**config.mk**
```make
export PLATFORM = sky130hd
export DESIGN_NAME = hash_message_padder
export DESIGN_NICKNAME = d
export VERILOG_FILES = /design/src/rtl/hmp_pkg.sv /design/src/rtl/hmp_ctrl.sv /design/src/rtl/hmp_datapath.sv /design/src/rtl/hash_message_padder.sv
export SDC_FILE = /design/constraint.sdc
export NUM_CORES = 1
export LEC_CHECK = 0
export BUFFER_PORTS_ARGS = -buffer_cell sky130_fd_sc_hd__buf_2
export CORE_MARGIN = 10
export CORE_UTILIZATION = 40
export CTS_CLUSTER_DIAMETER = 50
export CTS_CLUSTER_SIZE = 14
export DETAILED_ROUTE_END_ITERATION = 12
export PLACE_DENSITY_LB_ADDON = 0.12
export SLEW_MARGIN = 20
export SYNTH_ARGS = -nofsm -noshare
export SYNTH_HDL_FRONTEND = slang
export SYNTH_HIERARCHICAL = 1
export SYNTH_SLANG_ARGS = --single-unit
```
**constraint.sdc**
```tcl
create_clock -name i_clk -period 5.15 [get_ports i_clk]
set_input_delay 1.03 -clock i_clk [delete_from_list [all_inputs] [get_ports i_clk]]
set_output_delay 1.03 -clock i_clk [all_outputs]
set_load 0.01 [all_outputs]
```
**src/rtl/hmp_pkg.sv**
```systemverilog
// ----------------------------------------------------------------------------
// hmp_pkg
// shared types, constants and helpers of the hash message padder
// ----------------------------------------------------------------------------
package hmp_pkg;

    // default largest block size in bits (512 or 1024)
    localparam int MAX_BLOCK_BITS_DEF = 1024;

    localparam int WORD_BITS    = 64;
    localparam int BYTE_BITS    = 8;
    localparam int WORD_BYTES   = WORD_BITS / BYTE_BITS;
    localparam int NARROW_WORDS = 512 / WORD_BITS;
    localparam int WIDE_BITS    = 1024;

    // padding marker byte: top bit of a byte set
    localparam logic [BYTE_BITS-1:0] PAD_MARKER = 8'(1 << (BYTE_BITS - 1));

    // configuration register word addresses (paddr bit 2)
    localparam logic REG_WIDE_BLOCK        = 1'b0;
    localparam logic REG_LENGTH_BIG_ENDIAN = 1'b1;

    // input word
    typedef struct packed {
        logic [WORD_BITS-1:0] data_word;
        logic [3:0]           byte_count;
        logic                 end_of_message;
    } t_in_item;

    // output word
    typedef struct packed {
        logic [WORD_BITS-1:0] out_word;
        logic                 block_end;
        logic                 message_end;
    } t_out_item;

    // effective configuration
    typedef struct packed {
        logic wide;
        logic big_endian;
    } t_cfg;

    // controller to datapath commands
    typedef struct packed {
        logic pass;   // load a message word straight into the output register
        logic final_; // take the final word, set up padding
        logic emit;   // load the next padding word into the output register
    } t_cmd;

    // datapath to controller status
    typedef struct packed {
        logic last;   // current padding word is the last of the message
    } t_status;

    // reverse the byte order of a word
    function automatic logic [WORD_BITS-1:0] byte_swap(input logic [WORD_BITS-1:0] w);
        logic [WORD_BITS-1:0] r;
        r = '0;
        for (int i = 0; i < WORD_BYTES; i++) begin
            r[i*BYTE_BITS +: BYTE_BITS] = w[(WORD_BYTES-1-i)*BYTE_BITS +: BYTE_BITS];
        end
        return r;
    endfunction

endpackage

```
**src/rtl/hmp_ctrl.sv**
```systemverilog
// ----------------------------------------------------------------------------
// hmp_ctrl
// controller: input/output handshakes, padding sequence state machine
// ----------------------------------------------------------------------------
module hmp_ctrl (
    input  logic            i_clk,
    input  logic            i_rst_n,
    input  logic            i_in_valid,
    input  logic            i_eom,
    input  logic            i_out_stall,
    input  hmp_pkg::t_status i_status,
    output logic            o_in_stall,
    output logic            o_out_valid,
    output hmp_pkg::t_cmd   o_cmd
);
    import hmp_pkg::*;

    typedef enum logic {
        S_IDLE,
        S_PAD
    } t_state;

    t_state r_state, n_state;
    logic   r_out_valid, n_out_valid;
    logic   out_free;
    logic   out_taken;
    logic   in_accept;

    // output register can take a word this cycle
    assign out_free  = !r_out_valid || !i_out_stall;
    assign out_taken = r_out_valid && !i_out_stall;

    assign o_in_stall  = (r_state != S_IDLE) || !out_free;
    assign in_accept   = i_in_valid && !o_in_stall;
    assign o_out_valid = r_out_valid;

    // command decode and next state
    always_comb begin
        o_cmd       = '0;
        n_state     = r_state;
        n_out_valid = r_out_valid && !out_taken;
        unique case (r_state)
            S_IDLE: begin
                if (in_accept) begin
                    if (i_eom) begin
                        o_cmd.final_ = 1'b1;
                        n_state      = S_PAD;
                    end else begin
                        o_cmd.pass  = 1'b1;
                        n_out_valid = 1'b1;
                    end
                end
            end
            S_PAD: begin
                if (out_free) begin
                    o_cmd.emit  = 1'b1;
                    n_out_valid = 1'b1;
                    if (i_status.last) begin
                        n_state = S_IDLE;
                    end
                end
            end
            default: begin
                n_state = S_IDLE;
            end
        endcase
    end

    // state and output valid
    always_ff @(posedge i_clk) begin
        if (!i_rst_n) begin
            r_state     <= S_IDLE;
            r_out_valid <= 1'b0;
        end else begin
            r_state     <= n_state;
            r_out_valid <= n_out_valid;
        end
    end

endmodule

```
**src/rtl/hmp_datapath.sv**
```systemverilog
// ----------------------------------------------------------------------------
// hmp_datapath
// datapath: bit count, block position, padding word build, output register
// ----------------------------------------------------------------------------
module hmp_datapath #(
    parameter int MAX_BLOCK_BITS = hmp_pkg::MAX_BLOCK_BITS_DEF
) (
    input  logic              i_clk,
    input  logic              i_rst_n,
    input  hmp_pkg::t_cfg     i_cfg,
    input  hmp_pkg::t_cmd     i_cmd,
    input  hmp_pkg::t_in_item i_in_item,
    output hmp_pkg::t_status  o_status,
    output hmp_pkg::t_out_item o_out_item
);
    import hmp_pkg::*;

    localparam int MaxWords = MAX_BLOCK_BITS / WORD_BITS;
    localparam int Iw       = $clog2(MaxWords);
    localparam int Cw       = Iw + 1;
    localparam int Sw       = Iw + 2;
    localparam logic [Iw-1:0] NarrowMask = Iw'(NARROW_WORDS - 1);

    logic [WORD_BITS-1:0] r_bit_length;
    logic [Iw-1:0]        r_idx;
    logic [WORD_BITS-1:0] r_partial_word;
    logic [3:0]           r_cnt;
    logic [Cw-1:0]        r_word;
    logic [Cw-1:0]        r_last;
    logic [Cw-1:0]        r_len_at;
    logic [Iw-1:0]        r_pos;
    t_out_item            r_out_item;

    logic [Iw-1:0]        idx_mask;
    logic [Iw-1:0]        idx_cur;
    logic [3:0]           cnt_sat;
    logic [WORD_BITS-1:0] masked_data;
    logic [Sw-1:0]        wpb;
    logic [Sw-1:0]        need;
    logic [Sw-1:0]        words;
    logic [Cw-1:0]        last_idx;
    logic [WORD_BITS-1:0] marker_word;
    logic [WORD_BITS-1:0] len_val;
    logic [WORD_BITS-1:0] pad_word;

    // block geometry for the current mode
    assign idx_mask = i_cfg.wide ? '1 : NarrowMask;
    assign idx_cur  = r_idx & idx_mask;
    assign wpb      = Sw'(idx_mask) + Sw'(1);

    // final word: saturate count, drop bytes beyond it
    assign cnt_sat = (i_in_item.byte_count > 4'(WORD_BYTES)) ? 4'(WORD_BYTES)
                                                              : i_in_item.byte_count;
    always_comb begin
        for (int i = 0; i < WORD_BYTES; i++) begin
            masked_data[i*BYTE_BITS +: BYTE_BITS] =
                (4'(i) < cnt_sat) ? i_in_item.data_word[i*BYTE_BITS +: BYTE_BITS] : '0;
        end
    end

    // words still to send: marker word(s) plus length words, rounded to block end
    assign need     = (cnt_sat[3] ? Sw'(2) : Sw'(1)) + (i_cfg.wide ? Sw'(2) : Sw'(1));
    assign words    = (Sw'(idx_cur) + need <= wpb) ? (wpb - Sw'(idx_cur))
                                                   : ((wpb << 1) - Sw'(idx_cur));
    assign last_idx = Cw'(words - Sw'(1));

    // padding word contents
    assign marker_word = r_cnt[3] ? '0
                                  : (WORD_BITS'(PAD_MARKER) << {r_cnt[2:0], 3'b000});
    assign len_val     = i_cfg.big_endian ? byte_swap(r_bit_length) : r_bit_length;

    always_comb begin
        pad_word = '0;
        if (r_word == '0) begin
            pad_word = r_partial_word | marker_word;
        end
        if (r_word == Cw'(1) && r_cnt[3]) begin
            pad_word = pad_word | WORD_BITS'(PAD_MARKER);
        end
        if (r_word == r_len_at) begin
            pad_word = pad_word | len_val;
        end
    end

    assign o_status.last = (r_word == r_last);

    // message state
    always_ff @(posedge i_clk) begin
        if (!i_rst_n) begin
            r_bit_length <= '0;
            r_idx        <= '0;
        end else if (i_cmd.pass) begin
            r_bit_length <= r_bit_length + WORD_BITS'(WORD_BITS);
            r_idx        <= (idx_cur + Iw'(1)) & idx_mask;
        end else if (i_cmd.final_) begin
            r_bit_length <= r_bit_length + WORD_BITS'({cnt_sat, 3'b000});
        end else if (i_cmd.emit && o_status.last) begin
            r_bit_length <= '0;
            r_idx        <= '0;
        end
    end

    // padding sequence registers
    always_ff @(posedge i_clk) begin
        if (!i_rst_n) begin
            r_partial_word <= '0;
        end else if (i_cmd.final_) begin
            r_partial_word <= masked_data;
        end
    end

    always_ff @(posedge i_clk) begin
        if (i_cmd.final_) begin
            r_cnt    <= cnt_sat;
            r_word   <= '0;
            r_last   <= last_idx;
            r_len_at <= (i_cfg.big_endian || !i_cfg.wide) ? last_idx : last_idx - Cw'(1);
            r_pos    <= idx_cur;
        end else if (i_cmd.emit) begin
            r_word <= r_word + Cw'(1);
            r_pos  <= (r_pos + Iw'(1)) & idx_mask;
        end
    end

    // output register
    always_ff @(posedge i_clk) begin
        if (i_cmd.pass) begin
            r_out_item.out_word    <= i_in_item.data_word;
            r_out_item.block_end   <= (idx_cur == idx_mask);
            r_out_item.message_end <= 1'b0;
        end else if (i_cmd.emit) begin
            r_out_item.out_word    <= pad_word;
            r_out_item.block_end   <= (r_pos == idx_mask);
            r_out_item.message_end <= o_status.last;
        end
    end

    assign o_out_item = r_out_item;

endmodule

```
**src/rtl/hash_message_padder.sv**
```systemverilog
// Message word: registered, on the output in the cycle after it is accepted.
// Throughput: one message word per cycle, outside output stalls and padding.
// Final word: 2 to 19 padding words follow, one per cycle without output stall,
//   from the padding state; input stays stalled until the last one is loaded.
// Reset: synchronous, active low; clears bit count, block position, handshake
//   state and both configuration registers (512-bit blocks, little-endian length).
// ----------------------------------------------------------------------------
// hash_message_padder
// Merkle-Damgard length padding ahead of a hash core, with APB configuration
// ----------------------------------------------------------------------------
module hash_message_padder #(
    parameter int MAX_BLOCK_BITS = hmp_pkg::MAX_BLOCK_BITS_DEF
) (
    input  logic               i_clk,
    input  logic               i_rst_n,
    // input word channel
    input  logic               i_in_valid,
    output logic               o_in_stall,
    input  hmp_pkg::t_in_item  i_in_item,
    // output word channel
    output logic               o_out_valid,
    input  logic               i_out_stall,
    output hmp_pkg::t_out_item o_out_item,
    // configuration port
    input  logic               psel,
    input  logic               penable,
    input  logic               pwrite,
    input  logic [2:0]         paddr,
    input  logic [31:0]        pwdata,
    output logic [31:0]        prdata,
    output logic               pready
);
    import hmp_pkg::*;

    logic    r_wide_block;
    logic    r_length_big_endian;
    logic    cfg_write;
    t_cfg    cfg;
    t_cmd    cmd;
    t_status status;

    // configuration registers, decoded on the word address
    assign pready    = 1'b1;
    assign cfg_write = psel && penable && pwrite && pready;

    always_ff @(posedge i_clk) begin
        if (!i_rst_n) begin
            r_wide_block        <= 1'b0;
            r_length_big_endian <= 1'b0;
        end else if (cfg_write) begin
            unique case (paddr[2])
                REG_WIDE_BLOCK:        r_wide_block        <= pwdata[0];
                REG_LENGTH_BIG_ENDIAN: r_length_big_endian <= pwdata[0];
                default: ;
            endcase
        end
    end

    always_comb begin
        unique case (paddr[2])
            REG_WIDE_BLOCK:        prdata = {31'b0, r_wide_block};
            REG_LENGTH_BIG_ENDIAN: prdata = {31'b0, r_length_big_endian};
            default:               prdata = '0;
        endcase
    end

    // wide mode only when the block size allows it
    assign cfg.wide       = r_wide_block && (MAX_BLOCK_BITS >= WIDE_BITS);
    assign cfg.big_endian = r_length_big_endian;

    hmp_ctrl u_ctrl (
        .i_clk       (i_clk),
        .i_rst_n     (i_rst_n),
        .i_in_valid  (i_in_valid),
        .i_eom       (i_in_item.end_of_message),
        .i_out_stall (i_out_stall),
        .i_status    (status),
        .o_in_stall  (o_in_stall),
        .o_out_valid (o_out_valid),
        .o_cmd       (cmd)
    );

    hmp_datapath #(
        .MAX_BLOCK_BITS (MAX_BLOCK_BITS)
    ) u_datapath (
        .i_clk      (i_clk),
        .i_rst_n    (i_rst_n),
        .i_cfg      (cfg),
        .i_cmd      (cmd),
        .i_in_item  (i_in_item),
        .o_status   (status),
        .o_out_item (o_out_item)
    );

endmodule

```
### After elaboration in Yosys (flattened, before gate mapping)

Cells that the tools add are included.

| storage, ports and cells | value |
|---|---|
| flip-flop bits (word level) | 225 |
| bits of input ports | 111 |
| output and inout port bits | 101 |
| logic and storage cells | 119 |

| operators by class | value |
|---|---|
| $add $sub $neg | 12 |
| magnitude comparators | 10 |
| eq/ne operators | 6 |
| shift operators | 1 |
| muxes and demuxes | 44 |
| bitwise gates (word level) | 7 |
| reduce and logical (&&, ||, !) cells | 24 |

Operator list:

| kind | count |
|---|---|
| 2-to-1 mux 64 bit | 7 |
| 2-to-1 mux 66 bit | 2 |
| OR 64 bit | 2 |
| 2-to-1 mux 8 bit | 9 |
| adder 64 x 7 -> 64 bit | 1 |
| adder 64 x 7 -> 64 bit (second input constant) | 1 |
| case mux 32 bit (2 select lines) | 1 |
| left shift 8 x 6 -> 64 bit (first input constant) | 1 |
| 2-to-1 mux 4 bit | 7 |
| < comparator 3 x 4 -> 1 bit (first input constant) | 4 |
| bitwise AND 4 bit | 3 |
| equality test 5 bit | 2 |
| 2-to-1 mux 1 bit | 10 |
| 2-to-1 mux 5 bit | 2 |
| subtractor 5 x 1 -> 5 bit (second input constant) | 2 |
| subtractor 5 x 4 -> 5 bit | 2 |
| adder 4 x 1 -> 4 bit (second input constant) | 2 |
| equality test 4 bit | 2 |
| < comparator 1 x 4 -> 1 bit (first input constant) | 2 |
| < comparator 2 x 4 -> 1 bit (first input constant) | 2 |
| 2-to-1 mux 2 bit | 4 |
| logical AND 1 bit | 7 |
| adder 4 x 6 -> 6 bit | 1 |
| adder 6 bit | 1 |
| other kinds (14) | 27 |

### Logic depth before layout (Yosys ltp)

| depth | value |
|---|---|
| depth in word-level cells | 10 |
| depth in mapped cells | 16 |
| mapped depth without buffers | 15 |

### Modules after synthesis

The synthesis kept the hierarchy.

By module, submodules not included:

| module | instances | cells an instance | area an instance (um^2) | seq. area each (um^2) |
|---|---|---|---|---|
| hmp_datapath | 1 | 1505 | 12688.4 | 5195.0 |
| hash_message_padder | 1 | 44 | 345.3 | 40.0 |
| hmp_ctrl | 1 | 12 | 106.4 | 40.0 |

### Worst setup path before layout

Ideal clock, no wire load.

| timing | value |
|---|---|
| kind | input-to-reg |
| start point | input port i_in_item[4] (netlist name) |
| end point | register u_datapath.r_len_at[4] (data pin) |
| library setup time | 262 ps |
| data arrival time | 4233 ps |
| required time | 4888 ps |
| path slack | 655 ps |
| cell stages on the path | 15 |
| path buffers | 0 |
| cells stage by stage | inv_1 > fa_1 > inv_1 > ha_1 > fa_1 > xnor2_1 > ha_1 > o21ai_0 > a32o_1 > ha_1 > and3b_1 > a2111oi_0 > nand3_1 > xor2_1 > xor2_1 |

| between the ends | value |
|---|---|
| cells in the longest elaborated chain, start to end | 10 |

Ends and longest elaborated chain:

| item | RTL line | RTL |
|---|---|---|
| start: declaration | hash_message_padder.sv:19 | `input hmp_pkg::t_in_item i_in_item,` |
| greater-than comparator 4 bit | hmp_datapath.sv:52 | `assign cnt_sat = (i_in_item.byte_count > 4'(WORD_BYTES)) ? 4'(WORD_BYTES)` |
| 2-to-1 mux 4 bit * | hmp_datapath.sv:52 |  |
| 2-to-1 mux 2 bit * | hmp_datapath.sv:62 | `assign need = (cnt_sat[3] ? Sw'(2) : Sw'(1)) + (i_cfg.wide ? Sw'(2) : Sw'(1));` |
| adder 6 bit * | hmp_datapath.sv:62 |  |
| adder 4 x 6 -> 6 bit * | hmp_datapath.sv:63 | `assign words = (Sw'(idx_cur) + need <= wpb) ? (wpb - Sw'(idx_cur))` |
| <= comparator 6 x 5 -> 1 bit * | hmp_datapath.sv:63 |  |
| 2-to-1 mux 5 bit * | hmp_datapath.sv:63 |  |
| subtractor 5 x 1 -> 5 bit * | hmp_datapath.sv:65 | `assign last_idx = Cw'(words - Sw'(1));` |
| named net u_datapath.last_idx[4] | hmp_datapath.sv:41 | `logic [Cw-1:0] last_idx;` |
| subtractor 5 x 1 -> 5 bit | hmp_datapath.sv:117 | `r_len_at <= (i_cfg.big_endian \|\| !i_cfg.wide) ? last_idx : last_idx - Cw'(1);` |
| 2-to-1 mux 5 bit * | hmp_datapath.sv:117 |  |
| end signal: assignment | hmp_datapath.sv:117 |  |
| end: declaration | hmp_datapath.sv:30 | `logic [Cw-1:0] r_len_at;` |

Mark *: on every way through the listed nets, which the timed path passes. The rest lies on a longest branch.
A chain may end at the register's enable or synchronous reset.

### Worst setup path after layout

Same ends and word-level chain as after synthesis.

==> metrics.yaml <==
fmax_ghz: 0.2357
drv_slew: 0
final.period_utilization_pct: 82.39
period_needed_ns: 4.243
synth-main-ff-cell: "dfxtp_1"
via_per_inst: 5.922
grt_pass1_vias: 11920
grt_max_degree: 76
setup-violations-final: 0
setup.worst_path.start: "i_in_item[4]"
num_vias: 12460
clk_pin_slew_ns: 0.06
power_mw: 4.978
fp.coreArea_um2: 32450
netlist.area_leader.share_pct: 21.18
die_y_um: 201.2
grt_pass1_wl_mm: 72.47
portBuffers: 146
hp-start: "u_datapath/r_partial_word[24]$_SDFFE_PN0P_"
cts_resized: 0
synth_edf_count: 83
finalNetCount: 1769
drive_gt1_share_pct: 15.40
yosysTopAreaCell: "dfxtp_1"
ctsLongestPathBuffers: 3
start_util_pct: 40.49
worstReg2RegStart: "u_datapath/r_idx[1]$_SDFFE_PN0P_"
path_class: "in2reg"
insertion_delay_ns: 0.56
slew_headroom_pct: 25.74
areaGrowthSynthToFinish_pct: 15.18
clock_skew_ns: 0.01253
startpoint_type: "primary input"
end_kind: "register"
ant_nets: 0
drtPass1Iterations: 6
antenna_found_initial: 0
overflow: 0
die_w_um: 201.2
tns_ns: 0
ys_seq_area_share_pct: 40.14
ys_seq_elements: 222
wirelength_mm: 46.67
async_reset_ff_share_pct: 0
drc: 0
worst_hold_slack_ns: 0.4634
synth_warnings: 6
worst_ep_required_time_ns: 5.46
postSynthAreaPerCell_um2: 8.418
nFillCells: 3254
clkSinkCount: 222
p_per_area_nw_per_um2: 328.9
maxCapViolations: 0
hp-class: "reg2reg"
die_area_um2: 40500
drtIter0Drc: 1289
pin_count: 212
layout_common_cells: "nor2_1, buf_2, nand2_1"
cts_buffers: 30
place_hpwl_mm: 33.10
place.gp.congestion: 0.9627
status: "finished, final reports clean"
track_usage_pct: 22.03
rsz0062_at_grt: "no"
critPathMaxFanout: 6
antenna_cells: 0
cp_data_arrival_time_ns: 4.55
final_common_cell: "nor2_1"
synthTopCellsByArea: "dfxtp_1, edfxtp_1, nor2_1, mux2i_1, o21ai_0"
cellLeakagePower_nw: 5.195
htreeDepth: 1
cts.root.buffer_cell: "clkbuf_16"
finalHoldViolCount: 0
synthCells: 1561
synth_area_um2: 13140
cts_tree: "yes"
cts_setup_buffers: 0
rows: 66
hold_buffers: 0
synth_cell_type_count: 73
tightest_slew_ns: 1.104
wl_per_cell_um: 22.18
irDropWorstVdd_v: 0.0002377
path summary, 6_finish.rpt:
kind,to,slack [ns],depth (start not counted)
worst max register to register,u_datapath/r_len_at[4]$_DFFE_PP_,1.00,15
worst max-delay path,u_datapath/r_len_at[4]$_DFFE_PP_,0.91,16
worst min register to register,u_datapath/r_partial_word[24]$_SDFFE_PN0P_,0.46,2
worst min-delay path,u_datapath/r_partial_word[24]$_SDFFE_PN0P_,0.46,2
area by class of cell:
type / count / area (um^2) / area share (%)
tap: 442 / 553.0 / 3.654
clock buffer: 35 / 800.8 / 5.291
clock inverter: 21 / 315.3 / 2.083
timing repair buffer: 174 / 953.4 / 6.300
sequential: 222 / 5279 / 34.88
multi-input combinational: 1182 / 7127 / 47.09
inverter: 28 / 106.4 / 0.7027
synth_stat cells (all sizes together), types with 10 or more instances:
cell and n:
a21oi 115, a22o 10, a22oi 63, a31oi 35, and3 22, and4 11
buf 65, clkbuf 94, dfxtp 139, edfxtp 83, ha 16, inv 28
mux2i 64, nand2 139, nand3 52, nand4 50, nor2 173, nor2b 11
nor3 38, nor4 21, o21a 12, o21ai 122, o22ai 14, or3 15
xnor2 27, xor2 15
metal layers:
| metal | vias up | share of wire, % | track usage, % |
|---|---|---|---|
| met1 | 6030 | 46 | 30.61 |
| met4 | 0 | 2.1 | 6.255 |
| li1 | 5847 | - | - |
| met5 | - | 0 | 0 |
| met3 | 64 | 7.3 | 3.197 |
| met2 | 519 | 45 | 34.82 |
sequential cells by signal (all words and copies together) (netlist names):
| name | flops |
|---|---|
| u_datapath/o_out_item | 66 |
| u_ctrl/o_out_valid | 1 |
| u_datapath/r_len_at | 5 |
| u_datapath/r_bit_length | 61 |
| u_datapath/r_cnt | 4 |
| u_datapath/r_partial_word | 64 |
| u_datapath/r_idx | 4 |
| u_datapath/r_pos | 4 |
| u_datapath/r_word | 5 |
| u_ctrl/r_state | 1 |
| r_wide_block | 1 |
| r_length_big_endian | 1 |
| u_datapath/r_last | 5 |
per-stage QoR:
step / area, um^2 / cells / utilization [%] / worst slack [ns]
2_1_floorplan: 13250 / 1591 / - / 0.6545
3_3_place_gp: 14020 / 2048 / 43.20 / 0.4322
3_5_place_dp: 14020 / 2048 / 43.20 / 0.3046
4_1_cts: 15130 / 2104 / 46.63 / 0.8809
5_1_grt: 15130 / 2104 / 46.63 / 0.5655
6_report: 15130 / 2104 / 46.63 / 0.9067
cells by family (layout without fill, tap and decap cells):
kind of cell | after synthesis | after routing | share of synthesized area (%)
buffers and inverters | 187 | 258 | 6.608
multiplexers | 67 | 67 | 5.132
XOR/XNOR | 42 | 42 | 2.800
flip-flops | 222 | 222 | 40.14
other | 2 | 32 | 0.05715
AND/OR/NAND/NOR | 575 | 575 | 22.00
adder cells (fa/ha/maj) | 20 | 20 | 2.133
AO/OA/AOI/OAI | 446 | 446 | 21.13
worst max-delay path, cell delays in order:
cell and delay, ns:
buf_2 0.09, inv_1 0.06, fa_1 0.53, inv_1 0.04
ha_1 0.22, fa_1 0.38, xnor2_1 0.20, ha_1 0.27
o21ai_0 0.15, a32o_1 0.22, ha_1 0.30, and3b_1 0.20
a2111oi_0 0.34, nand3_1 0.15, xor2_1 0.20, xor2_1 0.17
where the power goes:
part           leakage, nW  total, mW  switching [mW]  internal (mW)
clock                0.543       2.31           0.903           1.40
combinational         2.72      0.690           0.475          0.215
sequential            1.93       1.98          0.0593           1.92
total                 5.20       4.98            1.44           3.54
Power figures use the tool's default switching activity.
